==> config.mk <==
export PLATFORM = sky130hd
export DESIGN_NAME = bffa_ctrl
export DESIGN_NICKNAME = d
export VERILOG_FILES = /design/src/design/bffa_pkg.sv /design/src/design/bffa_ctrl.sv
export SDC_FILE = /design/constraint.sdc
export NUM_CORES = 1
export LEC_CHECK = 0
export CAP_MARGIN = 20
export CORE_AREA = 2 2 39 41
export CTS_BUF_LIST = sky130_fd_sc_hd__clkbuf_8 sky130_fd_sc_hd__clkbuf_16
export DETAILED_ROUTE_END_ITERATION = 10
export DIE_AREA = 0 0 41 43
export DONT_BUFFER_PORTS = 1
export GPL_TIMING_DRIVEN = 0
export PLACE_DENSITY = 0.44
export SYNTH_ARGS = -nofsm -noshare
export SYNTH_HDL_FRONTEND = slang
export SYNTH_SLANG_ARGS = --single-unit
==> constraint.sdc <==
create_clock -name clk -period 1.6 [get_ports clk]
set_input_delay 0.16 -clock clk [delete_from_list [all_inputs] [get_ports clk]]
set_output_delay 0.16 -clock clk [all_outputs]
set_load 0.05 [all_outputs]
==> src/design/bffa_pkg.sv <==
`timescale 1ns / 1ps
// Shared types, sizes and codes for the bitmap first-free allocator.
// Used by bffa_ctrl, bffa_dpath and bitmap_first_free_allocator.
package bffa_pkg;

  // Map geometry
  localparam int BLOCK_BITS     = 8192;
  localparam int MAX_MAP_BLOCKS = 8;
  localparam int WORD_BITS      = 64;
  localparam int TOTAL_BITS     = MAX_MAP_BLOCKS * BLOCK_BITS;
  localparam int MAP_WORDS      = (TOTAL_BITS + WORD_BITS - 1) / WORD_BITS;
  localparam int ADDR_W         = $clog2(MAP_WORDS);
  localparam int WORD_SHIFT     = $clog2(WORD_BITS);
  localparam int BLOCK_SHIFT    = $clog2(BLOCK_BITS);
  localparam int BLK_W          = $clog2(MAX_MAP_BLOCKS + 1);
  localparam int LIMIT_W        = $clog2(TOTAL_BITS + 1);
  localparam int POS_W          = ADDR_W + WORD_SHIFT;

  // Field widths
  localparam int NUM_W     = 16;
  localparam int KIND_W    = 2;
  localparam int WIDX_W    = 10;
  localparam int STATUS_W  = 2;
  localparam int MBLK_W    = 4;
  localparam int CFG_AW    = 4;
  localparam int CFG_DW    = 32;

  // Lowest-free-bit search: groups of eight bits
  localparam int GRP_N = WORD_BITS / 8;
  localparam int GRP_W = $clog2(GRP_N);

  // Configuration register indexes (paddr[3:2])
  typedef enum logic [1:0] {
    REG_MAP_BLOCKS     = 2'd0,
    REG_FIRST_NUMBER   = 2'd1,
    REG_HIGHEST_NUMBER = 2'd2,
    REG_UNUSED         = 2'd3
  } reg_idx_t;

  typedef enum logic [KIND_W-1:0] {
    KIND_ALLOC = 2'd0,
    KIND_FREE  = 2'd1,
    KIND_LOAD  = 2'd2,
    KIND_NONE  = 2'd3
  } kind_t;

  typedef enum logic [STATUS_W-1:0] {
    ST_OK         = 2'd0,
    ST_NO_SPACE   = 2'd1,
    ST_BAD_NUMBER = 2'd2
  } status_t;

  typedef enum logic [3:0] {
    S_CLEAR,
    S_IDLE,
    S_DECODE,
    S_SCAN,
    S_FIND,
    S_COMMIT,
    S_FREE_WR,
    S_DONE
  } state_t;

  // Controller to datapath
  typedef struct packed {
    logic    clear_wr;
    logic    capture;
    logic    scan_start;
    logic    scan_stop;
    logic    find;
    logic    commit;
    logic    free_rd;
    logic    free_wr;
    logic    load_wr;
    logic    res_set;
    status_t res_status;
    logic    out_load;
  } dp_cmd_t;

  // Datapath to controller
  typedef struct packed {
    kind_t kind;
    logic  clear_last;
    logic  map_empty;
    logic  free_bad;
    logic  scan_hit;
    logic  scan_miss;
  } dp_stat_t;

endpackage

==> src/design/bffa_ctrl.sv <==
`timescale 1ns / 1ps
// Controller state machine of the allocator: sequences clear, scan, free and load.
// Depends on bffa_pkg; drives bffa_dpath through dp_cmd_t.
module bffa_ctrl (
  input  logic               clk,
  input  logic               rst_n,
  input  logic               in_tvalid,
  output logic               in_tready,
  output logic               out_tvalid,
  input  logic               out_tready,
  input  bffa_pkg::dp_stat_t stat,
  output bffa_pkg::dp_cmd_t  cmd
);
  import bffa_pkg::*;

  state_t state_r, state_nxt;
  logic   out_valid_r, out_valid_nxt;

  // State and output-valid registers
  always_ff @(posedge clk) begin
    if (!rst_n) begin
      state_r     <= S_CLEAR;
      out_valid_r <= 1'b0;
    end else begin
      state_r     <= state_nxt;
      out_valid_r <= out_valid_nxt;
    end
  end

  assign in_tready  = (state_r == S_IDLE);
  assign out_tvalid = out_valid_r;

  // Next state and commands
  always_comb begin
    state_nxt      = state_r;
    cmd            = '0;
    cmd.res_status = ST_OK;
    out_valid_nxt  = out_valid_r;
    if (out_valid_r && out_tready) begin
      out_valid_nxt = 1'b0;
    end
    unique case (state_r)
      S_CLEAR: begin
        cmd.clear_wr = 1'b1;
        if (stat.clear_last) begin
          state_nxt = S_IDLE;
        end
      end
      S_IDLE: begin
        if (in_tvalid) begin
          cmd.capture = 1'b1;
          state_nxt   = S_DECODE;
        end
      end
      S_DECODE: begin
        unique case (stat.kind)
          KIND_ALLOC: begin
            if (stat.map_empty) begin
              cmd.res_set    = 1'b1;
              cmd.res_status = ST_NO_SPACE;
              state_nxt      = S_DONE;
            end else begin
              cmd.scan_start = 1'b1;
              state_nxt      = S_SCAN;
            end
          end
          KIND_FREE: begin
            if (stat.free_bad) begin
              cmd.res_set    = 1'b1;
              cmd.res_status = ST_BAD_NUMBER;
              state_nxt      = S_DONE;
            end else begin
              cmd.free_rd = 1'b1;
              state_nxt   = S_FREE_WR;
            end
          end
          KIND_LOAD: begin
            cmd.load_wr = 1'b1;
            cmd.res_set = 1'b1;
            state_nxt   = S_DONE;
          end
          KIND_NONE: begin
            cmd.res_set = 1'b1;
            state_nxt   = S_DONE;
          end
        endcase
      end
      S_SCAN: begin
        // Stop at the first word with a clear bit
        if (stat.scan_hit) begin
          cmd.scan_stop = 1'b1;
          state_nxt     = S_FIND;
        end else if (stat.scan_miss) begin
          cmd.scan_stop  = 1'b1;
          cmd.res_set    = 1'b1;
          cmd.res_status = ST_NO_SPACE;
          state_nxt      = S_DONE;
        end
      end
      S_FIND: begin
        cmd.find  = 1'b1;
        state_nxt = S_COMMIT;
      end
      S_COMMIT: begin
        cmd.commit = 1'b1;
        state_nxt  = S_DONE;
      end
      S_FREE_WR: begin
        cmd.free_wr = 1'b1;
        cmd.res_set = 1'b1;
        state_nxt   = S_DONE;
      end
      S_DONE: begin
        // Hand the result over once the output register is free
        if (!out_valid_r || out_tready) begin
          cmd.out_load  = 1'b1;
          out_valid_nxt = 1'b1;
          state_nxt     = S_IDLE;
        end
      end
      default: begin
        state_nxt = S_CLEAR;
      end
    endcase
  end

endmodule

==> results of run 1 <==
## synth_stat cells (all sizes together)
cell     instances  share of area (%)
nor3             7                8.8
nand2            5                4.7
nor2             5                4.7
o21ai            5                6.3
dfxtp            4                 20
nand2b           4                6.3
buf              3                6.0
nor3b            3                5.7
mux2i            2                5.0
o311a            2                5.0
a21boi           1                1.9
a31oi            1                1.6
and2             1                1.6
and3             1                1.6
and4b            1                2.5
and4bb           1                3.2
inv              1               0.95
nand3            1                1.3
nor2b            1                1.6
nor4b            1                2.2
o2111ai          1                2.2
or2b             1                1.9
or4b             1                2.5
xor2             1                2.2
## flip-flops by register name, summed over array words and instances (netlist names)
register and cells:
state_r 3, out_tvalid 1
## layout make-up
class,count,area share (%)
buffer,3,4.82
tap,16,2.34
timing repair buffer,25,23.7
clock buffer,3,4.82
multi-input combinational,46,53.5
sequential,4,10.4
inverter,1,0.439
## worst max-delay path: cells and delay by family (launching register included)
family        cells  cell delay (ns)
buf+inv           1             0.12
flops             1             0.34
simple gates      2             0.86
## timing repair
action,4_1_cts,5_1_grt
gates cloned,0,0
gates resized for setup,33,7
pin swaps,4,11
endpoints found under the setup margin,14,11
setup buffers,13,11
## stage by stage
| step | total power (W) | instance area [um2] | utilization (%) | cells |
|---|---|---|---|---|
| 6_report | 0.00168 | 856 | 61.8 | 98 |
| 5_1_grt | 0.00178 | 856 | 61.8 | 98 |
| 4_1_cts | 0.00149 | 744 | 53.8 | 87 |
| 3_5_place_dp | 0.000875 | 468 | 33.8 | 71 |
| 3_3_place_gp | 0.000862 | 460 | 33.3 | 70 |
| 2_1_floorplan | 0.000787 | 440 | - | 54 |
## where the power goes
part	leakage [nW]	switching (W)	internal [W]
combinational	0.313	0.000687	0.000591
sequential	0.0345	0.0000441	0.000148
clock	0.0216	0.0000511	0.000160
## per-layer routing
metal | track usage [%] | wire length (um) | vias up
li1 | - | - | 259
met1 | 19.9 | 537 | 252
met2 | 28.7 | 790 | 13
met3 | 8.38 | 84 | 0
met4 | 4.00 | 0 | 0
met5 | 0 | 0 | -
## path summary, 6_finish.rpt
path         slack, ns  cells after the start                      end                    start
min               0.06                      1  state_r[1]$_SDFFE_PN0P_                    rst_n
min reg2reg       0.78                      2    out_tvalid$_SDFF_PN0_    out_tvalid$_SDFF_PN0_
max              -0.11                      3                  cmd[11]  state_r[1]$_SDFFE_PN0P_
max reg2reg          0                      5  state_r[0]$_SDFFE_PN0P_  state_r[0]$_SDFFE_PN0P_
## cells by family (layout without fill, tap and decap cells)
family	count (synthesis)	in the layout	synth area share, %
compound gates	10	10	17.0
mux	2	2	5.05
flops	4	4	20.2
simple gates	33	33	48.6
buf+inv	4	32	6.94
xor+xnor	1	1	2.21
==> flow_summary.yaml, run 1 <==
power:
  powerDensity_mw_per_mm2: 1960
  ir_worst_vdd_mv: 0.938
  leakagePower_nw: 0.369
global_routing:
  grt_max_degree: 8
  grt_first_pass_wirelength_mm: 2.10
  track_usage_pct: 17.7
  antenna_found_initial: 0
  gr-total-overflow: 0
  grt_pass1_vias: 477
yosys:
  yosysWarnings: 0
  yosysSeqAreaShare_pct: 20.2
  ys_ff_latch: 4
  synth_area_um2: 397
  synthDistinctLibCells: 27
  synthCells: 54
  syn_nets: 65
  postSynthAreaPerCell_um2: 7.35
timing:
  fin_skew_ns: 0.00366
  setup_tns_ns: -0.149
  layout_min_cycle_time_ns: 1.71
  worstMarginPinSlew_ns: 0.731
  fin_crit_sh_pct: 107
  finalSetupViolCount: 3
  whs_ns: 0.0625
  maxSlewHeadroom_pct: 51.1
  fin_ws_ns: -0.107
  final_max_slew_viol_count: 0
  fmaxAchievable_mhz: 586
  rsz0062_at_grt: "true"
  hold_violations: 0
placed_design:
  place_hpwl_um: 799
  pre_cts_slack_ns: -0.391
  port_buffers: 0
  place_congestion: 0.682
critical_path:
  arrival_ns: 1.55
  cp_slowest_stage_delay_ns: 0.52
  start_kind: "flop"
  crit_path_cell_trace: "buf_8 > nor3b_4 > and2_4"
  end_kind: "primary output"
  crit_type: "reg2out"
  slowest_stage: "nor3b_4"
  worstPathMaxFanout: 3
  required_ns: 1.44
min_path:
  hp-class: "in2reg"
clock_network:
  h-tree-depth: 1
  clock_sinks: 4
  clock_latency_ns: 0.22
  cts_buffer_depth: 2
  path_clk_slew_ns: 0.03
  ctsHoldBuffers: 0
  clock-root-buffer: "clkbuf_8"
  cts_tree: "done"
  numCtsBuffers: 3
floorplanning:
  core_area_mm2: 0.00138
  die_h_um: 43
  start_util_pct: 28.7
  dieArea_mm2: 0.00176
  ios: 26
  rows: 14
  die_w_um: 41
cells_and_area:
  drive_gt1_share_pct: 65.9
  multiInputGateArea_um2: 458
  synthToLayoutAreaGrowth_pct: 116
  final_common_cell: "buf_4"
  mostFrequentLayoutCells: "buf_4 (22), nor3_4 (4)"
  nNetsFinal: 95
  diodes: 0
  num-fill-cells: 120
  seq_area_um2: 88.8
route:
  ant_nets: 0
  drt_iter0_markers: 7
  vias: 524
  drc: 0
  wl_per_cell_um: 14.4
  wirelength_mm: 1.41
  viasPerCell: 5.35
  drt-pass1-iter-count: 2
run:
  max_cap_violations: 0
status:
  run_status: "finished, violations left"
  violations: "setup timing"
No activity file was read; power rests on OpenSTA's default activity.
==> inputs of run 2 (changes only) <==
GPL_TIMING_DRIVEN = 1   (was 0)
==> run 2 against run 1 <==
Total power down 25%; maximum frequency is 13% higher; clock skew decreased by 0.0010 ns; register-to-register slack better by 0.25 ns; non-clock buffer count decreased by 8; the flow now finishes without violations.
==> flow_summary.yaml, run 2 (synthesized netlist as in run 1, its figures left out) <==
cells_and_area:
  regMostFlops: "state_r"
  nNetsFinal: 87
  mostFrequentLayoutCells: "buf_4 (17), nand2_1 (5), nor2_1 (4), nor3_2 (4)"
  largest_reg_flops: 3
  seq_area_um2: 88.8
  diodes: 0
  final_common_cell: "buf_4"
  synthToLayoutAreaGrowth_pct: 72.6
  final_cell_area_um2: 684
  num-fill-cells: 143
  multiInputGateArea_um2: 352
  drive_gt1_share_pct: 51.4
critical_path:
  start_kind: "flop"
  arrival_ns: 1.35
  required_ns: 1.44
  end_kind: "primary output"
  r2r-start: "state_r[2]$_SDFFE_PN0P_"
  worstPathMaxFanout: 12
  rr_worst_depth: 4
  startpoint: "state_r[0]$_SDFFE_PN0P_"
  crit_type: "reg2out"
power:
  p_total_w: 0.00125
  powerDensity_mw_per_mm2: 1830
  leakagePower_nw: 0.291
  ir_worst_vdd_mv: 0.936
timing:
  maxSlewHeadroom_pct: 82.7
  fin_skew_ns: 0.00264
  fin_crit_sh_pct: 94.4
  fin_ws_ns: 0.0892
  rsz0062_at_grt: "false"
  fmaxAchievable_mhz: 662
  hold_violations: 0
  worstMarginPinSlew_ns: 0.257
  finalSetupViolCount: 0
  setup_tns_ns: 0
  layout_min_cycle_time_ns: 1.51
  whs_ns: 0.0618
  final_max_slew_viol_count: 0
route:
  drt-pass1-iter-count: 2
  viasPerCell: 5.26
  drc: 0
  vias: 473
  ant_nets: 0
  wl_per_cell_um: 12.8
  drt_iter0_markers: 7
  wirelength_mm: 1.15
floorplanning:
  start_util_pct: 28.7
  die_w_um: 41
  rows: 14
  die_h_um: 43
  dieArea_mm2: 0.00176
  core_area_mm2: 0.00138
  ios: 26
clock_network:
  cts_buffer_depth: 2
  clock_sinks: 4
  cts_tree: "done"
  h-tree-depth: 1
  path_clk_slew_ns: 0.03
  clock_latency_ns: 0.22
  ctsHoldBuffers: 0
  clock-root-buffer: "clkbuf_8"
  numCtsBuffers: 3
global_routing:
  antenna_found_initial: 0
  track_usage_pct: 14.8
  grt_max_degree: 14
  grt_pass1_vias: 402
  gr-total-overflow: 0
  grt_first_pass_wirelength_mm: 1.73
placed_design:
  pre_cts_slack_ns: 0.115
  port_buffers: 0
  place_hpwl_um: 802
  place_congestion: 0.660
  dpl_cell_area_um2: 612
min_path:
  holdPathStages: 1
  holdCritStartpoint: "rst_n"
  hp-class: "in2reg"
status:
  run_status: "complete, no violations"
run:
  max_cap_violations: 0
[run 2: cell count changes in the layout (fill, tap and decap cells not counted), sizes merged]
cell	delta
buf	-8
[run 2: timing repair]
item                       4_1_cts  5_1_grt
resized for setup                3        7
setup endpoints to repair        7        6
setup buffers                    0        0
[run 2: per-stage QoR]
stage | util, % | std cells
6_report | 49.5 | 90
5_1_grt | 49.5 | 90
4_1_cts | 47.6 | 90
3_5_place_dp | 44.2 | 87
3_3_place_gp | 44.2 | 87
2_1_floorplan | - | 54
[run 2: final cells by class]
cell class	instances	area share (%)
tap	16	2.93
inverter	1	0.548
multi-input combinational	46	51.4
clock buffer	3	6.03
sequential	4	13.0
timing repair buffer	20	26.1
[run 2: report_power, final]
group	internal [W]	switching (W)
clock network	0.000161	0.0000561
logic	0.000316	0.000463
registers	0.000149	0.000110
[run 2: final timing paths]
| path | end | slack, ns |
|---|---|---|
| hold / removal | state_r[0]$_SDFFE_PN0P_ | 0.06 |
| hold reg to reg | state_r[2]$_SDFFE_PN0P_ | 0.58 |
| setup reg to reg | state_r[2]$_SDFFE_PN0P_ | 0.25 |
| setup / recovery | cmd[6] | 0.09 |
[run 2: worst max-delay path, stage by stage (launching register included)]
cell and delay, ns:
dfxtp_4 0.38, nand2b_1 0.16, nand2b_2 0.22, nor3b_2 0.19, buf_6 0.18
[run 2: layer usage]
layer  global-route usage [%]  wire [um]  up-vias
met5                        0          0        -
met4                     8.00         25        0
met3                     5.24         74        4
met2                     20.6        594       13
met1                     19.0        458      215
li1                         -          -      241
==> inputs of run 3 (changes only) <==
ABC_AREA = 1   (was default)
PLACE_DENSITY = 0.46   (was 0.44)
==> run 3 against run 2 <==
Register-to-register slack better by 0.18 ns; wire length is 18% lower; clock skew about the same; sequential power down 22%; non-clock buffer count fell by 5; via count fell by 0.63%; global-route usage decreased by 2.9 points; critical endpoint is now cmd[3]; final cell count up 17%.
==> flow_summary.yaml, run 3 <==
cells_and_area:
  nNetsFinal: 102
  fin_cells: 105
  mostFrequentLayoutCells: "nor2_1 (19), nand2_1 (14), buf_4 (14), inv_1 (7)"
  final_common_cell: "nor2_1"
  final_cell_area_um2: 601
  drive_gt1_share_pct: 40.4
  fin_util_pct: 43.4
  regMostFlops: "state_r"
  diodes: 0
  largest_reg_flops: 3
  synthToLayoutAreaGrowth_pct: 45.9
critical_path:
  cp_top_family: "simple AND/OR/NAND/NOR gates"
  reg2reg_to: "state_r[2]$_SDFFE_PN0P_"
  slowest_stage: "dfxtp_2"
  start_kind: "flop"
  critPathBufInv: 2
  end_kind: "primary output"
  path_depth: 7
  rr_worst_depth: 7
  worstPathMaxFanout: 5
  r2r-start: "state_r[2]$_SDFFE_PN0P_"
  arrival_ns: 1.32
  r2r_slack_ns: 0.43
  cp_common_cell: "nor2_4"
  crit_type: "reg2out"
  required_ns: 1.44
  crit_path_cell_trace: "nand2_2 > nor2_4 > inv_2 > nor2_4 > nand2_1 > nand3b_1 > buf_12"
  cp_slowest_stage_delay_ns: 0.37
yosys:
  synth_area_um2: 412
  synth_common_cells: "nor2_1 (19), nand2_1 (14), inv_1 (8)"
  synth.area.mux_share_pct: 0
  synthAdderAreaFrac_pct: 0
  synth_xor_area_share_pct: 0
  synth-compound-area-share_pct: 7.29
  synth_area_leader_cell: "dfxtp_1"
  yosys.area_share.simple_pct: 60.2
  yosysSeqAreaShare_pct: 19.5
  synthFlopType: "dfxtp_1"
  synthArstFlopShare_pct: 0
  synthTopCellsByArea: "dfxtp_1 (19%), nor2_1 (17%), nand2_1 (13%)"
  synthDistinctLibCells: 17
  synthCells: 72
  synth-edff-count: 0
  postSynthAreaPerCell_um2: 5.72
  synth_top_area_share_pct: 19.5
  yosys.cell_count.top_type: "nor2_1"
  syn_nets: 83
  yosysWarnings: 0
  synth_top_family_by_area: "simple AND/OR/NAND/NOR gates"
  ys_ff_latch: 4
placed_design:
  placed_cells: 102
  port_buffers: 0
  dpl_cell_area_um2: 556
  place_congestion: 0.765
  place_hpwl_um: 804
route:
  viasPerCell: 4.48
  wirelength_um: 946
  vias: 470
  drt-pass1-iter-count: 4
  met1_length_um: 420
  drc: 0
  wl_per_cell_um: 9.01
  ant_nets: 0
  top_layer: "met3"
  drt_iter0_markers: 8
  route.met2.wl_um: 466
  dr_wl_met3_um: 59
global_routing:
  track_usage_pct: 11.8
  grt_first_pass_wirelength_mm: 1.44
  gr-total-overflow: 0
  grt_pass1_vias: 381
  grt_max_degree: 10
  antenna_found_initial: 0
power:
  leakagePower_nw: 0.305
  powerDensity_mw_per_mm2: 1970
  ir_worst_vdd_mv: 0.559
timing:
  layout_min_cycle_time_ns: 1.48
  finalSetupViolCount: 0
  setup_tns_ns: 0
  fin_crit_sh_pct: 92.4
  fin_skew_ns: 0.00235
  final_max_slew_viol_count: 0
  whs_ns: 0.0684
  maxSlewHeadroom_pct: 84.8
  worstMarginPinSlew_ns: 0.229
  rsz0062_at_grt: "false"
  hold_violations: 0
  fmaxAchievable_mhz: 676
run:
  max_cap_violations: 0
clock_network:
  clock-root-buffer: "clkbuf_8"
  clock_sinks: 4
  cts_tree: "done"
  path_clk_slew_ns: 0.03
  numCtsBuffers: 3
  cts_buffer_depth: 2
  ctsHoldBuffers: 0
  postCtsSetupRepairBufs: 0
  h-tree-depth: 1
  clock_latency_ns: 0.21
floorplanning:
  start_util_pct: 29.7
  rows: 14
  dieArea_mm2: 0.00176
  ios: 26
  die_h_um: 43
  die_w_um: 41
  core_area_mm2: 0.00138
min_path:
  hp-class: "in2reg"
  hold_end: "state_r[0]$_SDFFE_PN0P_"
  holdCritStartpoint: "rst_n"
  holdPathStages: 2
status:
  run_status: "complete, no violations"
==> run 3: cell count changes in the layout (fill, tap and decap cells not counted), sizes merged, moves of 2 or more <==
cell    change
a21oi       +3
nand2      +13
nor3        -3
nand3       +4
nor2       +19
o311a       -2
mux2i       -2
nor3b       -3
nand2b      -4
o21ai       -5
inv         +9
buf         -5
==> run 3: report_power, final <==
| group | internal (W) | leakage (nW) | switching [W] |
|---|---|---|---|
| Clock | 0.000160 | 0.0216 | 0.0000461 |
| Combinational | 0.000246 | 0.250 | 0.000532 |
| Sequential | 0.000139 | 0.0339 | 0.0000607 |
==> run 3: final cells by class <==
type / count / area (um2)
sequential: 4 / 83.8
tap: 16 / 20.0
clock buffer: 3 / 41.3
multi-input combinational: 57 / 288
fill: 158 / 783
inverter: 10 / 42.5
timing repair buffer: 15 / 125
==> run 3: per-stage QoR <==
stage               setup WS, ns  total power, W
finish                     0.122         0.00118
global route              0.0266         0.00127
CTS                       0.0553         0.00118
detailed placement         0.226        0.000971
global placement           0.255        0.000974
floorplan                 -0.275        0.000785
==> run 3: cell families after synthesis <==
logic type	Yosys count
flops	4
buf+inv	11
compound gates	5
simple gates	52
==> run 3: what timing repair did <==
item                                    CTS  global route
endpoints found under the setup margin    1             1
pin swaps                                 0             1
gates resized for setup                   1             3
==> run 3: routing by layer <==
layer / vias to the layer above / track usage (%)
met5: - / 0
met4: 0 / 4.00
met3: 0 / 4.71
met2: 15 / 18.4
met1: 196 / 14.1
li1: 259 / -
==> run 3: worst max-delay path by stage <==
stage / slack (ns) / to / start
floorplan: -0.27 / cmd[4] / state_r[1]$_SDFFE_PN0P_
global placement: 0.26 / cmd[3] / state_r[1]$_SDFFE_PN0P_
detailed placement: 0.23 / cmd[3] / state_r[2]$_SDFFE_PN0P_
CTS: 0.06 / cmd[3] / state_r[1]$_SDFFE_PN0P_
global route: 0.03 / cmd[3] / state_r[0]$_SDFFE_PN0P_
finish: 0.12 / cmd[3] / state_r[1]$_SDFFE_PN0P_
==> run 3: worst reg2reg max path: stages, from the launching register on <==
cell and delay [ns]:
dfxtp_2 0.45, inv_6 0.08, nand3_1 0.12, nand2_1 0.07, nor2_2 0.17, nand2_2 0.06, nand2_1 0.08, nor2_2 0.03
